## src/sv/assert_macros.svh

```systemverilog
// Assertion helpers. Both assume a clock clk_i; ASSERT_CK also an active-low reset rst_ni.
`ifndef ASSERT_MACROS_SVH
`define ASSERT_MACROS_SVH
`ifndef SYNTHESIS
// Checked at every rising edge, ignored while reset is held.
`define ASSERT_CK(lbl, prop, msg) \
  lbl: assert property (@(posedge clk_i) disable iff (!rst_ni) (prop)) else $error(msg);
// Checked at every rising edge, reset included.
`define ASSERT_NR(lbl, prop, msg) \
  lbl: assert property (@(posedge clk_i) (prop)) else $error(msg);
`else
`define ASSERT_CK(lbl, prop, msg)
`define ASSERT_NR(lbl, prop, msg)
`endif
`endif

```

## src/sv/cpt_pkg.sv

```systemverilog
`timescale 1ns / 1ps
package cpt_pkg;
  localparam int unsigned CW = 24;          // coordinate
  localparam int unsigned DW = CW + 1;      // coordinate difference
  localparam int unsigned SW = 52;          // dot product
  localparam int unsigned HW = SW / 2;      // multiplier split
  localparam int unsigned NW = SW + 2;      // edge terms n, m
  localparam int unsigned PW = 2 * SW + 2;  // wide product
  localparam int unsigned RW = PW - 1;      // divider remainder
  localparam int unsigned QW = 16;          // quotient fraction bits
  localparam int unsigned WW = QW + 1;      // weight
  localparam int unsigned BW = CW + WW + 1; // corner times weight
  localparam logic [WW-1:0] ONE_Q16 = WW'(1 << QW);
  localparam int CMAX = (1 << (CW - 1)) - 1;
  localparam int CMIN = -(1 << (CW - 1));
  localparam int ROUND_HALF = 1 << (QW - 1);

  typedef enum logic [1:0] {MODE_ZERO, MODE_ONE, MODE_DIV, MODE_COMP} mode_e;

  typedef struct packed {
    logic [2:0][CW-1:0] pa;
    logic [2:0][CW-1:0] pb;
    logic [2:0][CW-1:0] pc;
  } coord_t;

  typedef struct packed {
    logic signed [NW-1:0] ne;  // -e
    logic signed [NW-1:0] nd;  // -d
    logic signed [NW-1:0] na;
    logic signed [NW-1:0] nc;
    logic signed [NW-1:0] nn;  // c + e - b - d
    logic signed [NW-1:0] nm;  // a + c - 2b
  } small_t;

  typedef struct packed {
    mode_e ac;
    mode_e ab;
    mode_e bc;
  } emode_t;

  typedef struct packed {
    mode_e       mode;
    logic [RW-1:0] num;
    logic [RW-1:0] den;
  } lane_t;
endpackage

```

## src/sv/cpt_div_step.sv

```systemverilog
`timescale 1ns / 1ps
module cpt_div_step import cpt_pkg::*; (
  input  logic          clk_i,
  input  logic          en_i,
  input  logic [RW-1:0] rem_i,
  input  logic [RW-1:0] den_i,
  input  logic [QW-1:0] quo_i,
  output logic [RW-1:0] rem_o,
  output logic [RW-1:0] den_o,
  output logic [QW-1:0] quo_o
);
  logic [RW:0]   sh, diff;
  logic          ge;
  logic [RW-1:0] rem_q, den_q;
  logic [QW-1:0] quo_q;

  // One restoring step; the remainder always stays below the divisor.
  assign sh   = {rem_i, 1'b0};
  assign diff = sh - {1'b0, den_i};
  assign ge   = !diff[RW];

  always_ff @(posedge clk_i) begin
    if (en_i) begin
      rem_q <= ge ? diff[RW-1:0] : sh[RW-1:0];
      den_q <= den_i;
      quo_q <= {quo_i[QW-2:0], ge};
    end
  end

  assign rem_o = rem_q;
  assign den_o = den_q;
  assign quo_o = quo_q;
endmodule

```

## config.mk

```make
export PLATFORM = sky130hd
export DESIGN_NAME = cpt_div_step
export DESIGN_NICKNAME = d
export VERILOG_FILES = /design/src/sv/assert_macros.svh /design/src/sv/cpt_pkg.sv /design/src/sv/cpt_div_step.sv
export SDC_FILE = /design/constraint.sdc
export NUM_CORES = 1
export LEC_CHECK = 0
export BUFFER_PORTS_ARGS = -buffer_cell sky130_fd_sc_hd__buf_2
export CORE_MARGIN = 5
export CORE_UTILIZATION = 30
export CTS_BUF_LIST = sky130_fd_sc_hd__clkbuf_8
export DETAILED_ROUTE_END_ITERATION = 10
export RECOVER_POWER = 50
export SLEW_MARGIN = 20
export SYNTH_ARGS = -nofsm -noshare
export SYNTH_HDL_FRONTEND = slang
export SYNTH_SLANG_ARGS = --single-unit
```

## constraint.sdc

```tcl
create_clock -name clk_i -period 9.5 [get_ports clk_i]
set_input_delay 1.425 -clock clk_i [delete_from_list [all_inputs] [get_ports clk_i]]
set_output_delay 1.425 -clock clk_i [all_outputs]
set_load 0.01 [all_outputs]
```

# After elaboration in Yosys (flattened, before gate mapping)
# Cells that the tools add are included.
[word_totals]
out_inout_bits = 226
reg_bits = 226
[op_classes]
mux = 1
n_reduce_logical = 1
addsub = 1
[ops]
columns = ["operator", "n"]
rows = [
  ["$sub 106x105->106", 1],
  ["$mux 105", 1],
  ["$logic_not 1->1", 1],
]

# Longest topological paths before layout
[logic_depth]
ltp_word = 2
ltp_mapped = 17

# Least setup slack after synthesis
# Ideal clock, no wire load.
[synth_path]
kind = "input port to flip-flop"
start = "in den_i[35]"
end = "reg rem_q[98], in the netlist rem_o[98] (data pin)"
stages = 14
n_path_buf = 1
setup_time_ps = 263
arrival_time_ps = 4037
slack_ps = 5200
required_time_ps = 9237
path_cell_list = "inv_1 > ha_1 > buf_2 > a21o_1 > a21oi_1 > o221ai_1 > or3_1 > nor3_1 > o31a_1 > a211o_1 > a31oi_4 > a2111oi_0 > or3_1 > a31oi_1"
[synth_between]
elab_chain_cells = 2
[synth_lines]
columns = ["element", "line", "source"]
rows = [
  ["from (decl)", "cpt_div_step.sv:6", "input logic [RW-1:0] den_i,"],
  ["$sub 106x105->106", "cpt_div_step.sv:19", "assign diff = sh - {1'b0, den_i};"],
  ["$mux 105", "cpt_div_step.sv:24", "rem_q <= ge ? diff[RW-1:0] : sh[RW-1:0];"],
  ["to (signal assigned)", "cpt_div_step.sv:24", ""],
  ["to (decl)", "cpt_div_step.sv:14", "logic [RW-1:0] rem_q, den_q;"],
]
# No other way between the ends.
# A chain may end at the register's enable or synchronous reset.

# Final worst setup path
[layout_path]
start = "in en_i"
end = "reg rem_q[54], in the netlist rem_o[54] (enable)"
[layout_lines]
columns = ["element", "line", "source"]
rows = [
  ["from (decl)", "cpt_div_step.sv:4", "input logic en_i,"],
]
# No word-level cell between the ends.

==> out/qor.yml <==
ys_seq_area_share_pct: 45.1
yosys.cell_types.count: 71
grt_pass1_wl_mm: 76.6
drtPass1Iterations: 6
fin_nets: 2364
max-clock-path-buffers: 3
outcome: "finished, violations left"
crit_required_ns: 9.70
grt_overflow: 0
cts_tree: "done"
fmax_mhz: 182
use_met3_pct: 5.07
final-hold-violation-count: 0
grt_pass1_vias: 13400
critPathMaxFanout: 82
synth_area_sq_mm: 0.0150
cts_resized: 0
cp.arrival_ns: 5.69
worst-path-buf-inv: 2
yosys_register_bits: 226
crit_chain: "clkbuf_1, buf_4"
place_congestion: 0.863
start_util_pct: 30.2
placeableCoreArea_sq_mm: 0.0499
postSynthCellCount: 1611
port_buffers: 452
stdcell_area_sq_mm: 0.0184
fin_crit_ns: 5.48
switching_share_pct: 33.6
finalSetupTns_ns: 0
rows: 82
root_buffer: "clkbuf_8"
power_frac_clock_pct: 29.5
p_sw_mw: 1.04
vias: 13700
p_seq_share_pct: 41.7
rsz0062_at_grt: "no"
cts_hold_buf: 0
place_area_sq_mm: 0.0178
path_class: "in -> reg"
critPathTopFamily: "buffers and inverters"
max_slew_margin_pct: -190
p_int_mw: 2.05
area_growth_pct: 22.0
drtIter0Drc: 871
synth-edff-count: 226
peakVddDrop_uv: 110
wire_per_inst_microns: 19.0
crit_path_start_kind: "input port"
viasPerCell: 4.99
async_reset_ff_share_pct: 0
totalWireLength_mm: 52.0
violations: "capacitance limit, slew limit"
ios: 454
drcViolationCount: 0
fillCellCount: 5294
h-tree-depth: 2
die-width_microns: 234
setup_viol: 0
powerDensity_mw_per_mm2: 168
synth.avg_cell_area_sq_um: 9.33
p_total_mw: 3.09
grt_busiest_layer: "met2"
grtUsageMet2_pct: 29.1
path_clk_slew_ns: 0.06
cpMaxStageDelayCell: "clkbuf_1"
slowest_delay_ns: 3.01
ys_warn_count: 0
numCtsBuffers: 42
maxCapViolCount: 1
end_kind: "flip-flop"
p_comb_share_pct: 28.8
hold_path.class: "in -> reg"
clkSinkCount: 226
grt_max_degree: 118
antenna_found_initial: 7
yosys_most_used_dff: "edfxtp_1"
min_period_over_period_pct: 57.7
dieArea_sq_mm: 0.0547
worst_slew_pin_slew_ns: 4.35
synth_nets: 1944
grtUsageTotal_pct: 17.8
slew_viol_final: 83
die_h_microns: 234
drive_above_1_share_pct: 15.3
ant_nets: 0
cts_setup_buffers: 0
hpwlAfterDp_mm: 42.2
use_met1_pct: 23.4
p_leak_nw: 7.63
==> power by group through the flow <==
stage | Sequential [mW] | Clock [mW] | Combinational (mW)
3_5_place_dp | 1.31 | 0 | 0.912
2_1_floorplan | 1.37 | 0 | 0.483
5_1_grt | 1.30 | 0.995 | 0.984
4_1_cts | 1.29 | 0.951 | 0.916
6_report | 1.29 | 0.910 | 0.890
3_3_place_gp | 1.30 | 0 | 0.906
==> layout make-up <==
cell class              instances  area, sq um  area share [%]
diodes                          4         10.0          0.0545
clock buffers                  43          592            3.22
clock inverters                31          194            1.06
inverters                     144          541            2.95
multi-input cells            1160         7350            40.1
flip-flops and latches        226         6790            37.0
well taps                     672          841            4.58
repair buffers                457         2040            11.1
==> routing by layer <==
| metal | vias up | routed length, microns | share of wire (%) |
|---|---|---|---|
| met3 | 81 | 4540 | 8.7 |
| met1 | 6353 | 22300 | 43 |
| li1 | 6675 | - | - |
| met4 | 8 | 1100 | 2.1 |
| met5 | - | 60 | 0.12 |
| met2 | 539 | 24000 | 46 |
==> registers in the layout, summed over array words and instances (netlist names) <==
signal and cells:
den_o 105, quo_o 16, rem_o 105
==> kinds of logic (layout without fill, tap and decap cells) <==
logic type,count (synthesis),after routing,synth area share [%]
buffers and inverters,225,675,6.05
adder cells (fa/ha/maj),105,105,8.79
multiplexers,1,1,0.0749
AND/OR/NAND/NOR,443,443,13.5
XOR/XNOR,98,98,5.76
flip-flops,226,226,45.1
AO/OA/AOI/OAI,513,513,20.7
other,0,4,0
==> cells in the mapped netlist, drive strengths merged (4+ instances only) <==
cell type	n	area (sq um)
edfxtp	226	6790
nand2	212	796
o21ai	181	906
a21oi	152	761
inv	144	541
ha	104	1300
nor2	79	297
xnor2	58	516
nand4	51	340
clkbuf	45	170
a21o	42	315
xor2	40	350
buf	36	199
nor3	27	135
o21bai	23	173
nand3	20	100
a31oi	18	128
o21a	15	113
a21boi	13	97.6
and3	12	75.1
o31ai	9	81.3
and2	8	50.1
o211ai	8	60.1
or3	8	50.1
a211oi	7	57.6
nand2b	7	43.8
a211o	6	52.6
nor2b	6	37.5
o2111ai	5	43.8
o221ai	5	43.8
nor4	4	37.5
or2	4	25.0
==> cells in the final DEF (no fill, tap or decap), types with 20 or more instances in the layout <==
master,instances
buf_2,238
edfxtp_1,226
clkbuf_1,214
nand2_1,212
o21ai_0,178
inv_1,155
a21oi_1,152
ha_1,104
nor2_1,79
xnor2_1,57
nand4_1,49
clkbuf_8,43
a21o_1,42
xor2_1,40
nor3_1,27
o21bai_1,23
nand3_1,20
==> through the flow <==
step / cells / hold slack (ns) / setup slack, ns / util (%)
floorplan: 1611 / 1.52 / 5.20 / -
global placement: 2659 / 1.60 / 3.15 / 35.8
detailed placement: 2659 / 1.60 / 3.12 / 35.8
CTS: 2733 / 0.927 / 3.82 / 37.3
global route: 2734 / 0.951 / 3.61 / 36.8
finish: 2737 / 1.00 / 4.02 / 36.8
==> worst paths after layout <==
check  cells after the start        end      start
max                        2  rem_o[54]       en_i
min                        1  den_o[18]  den_i[18]
No activity file was read; power rests on OpenSTA's default activity.
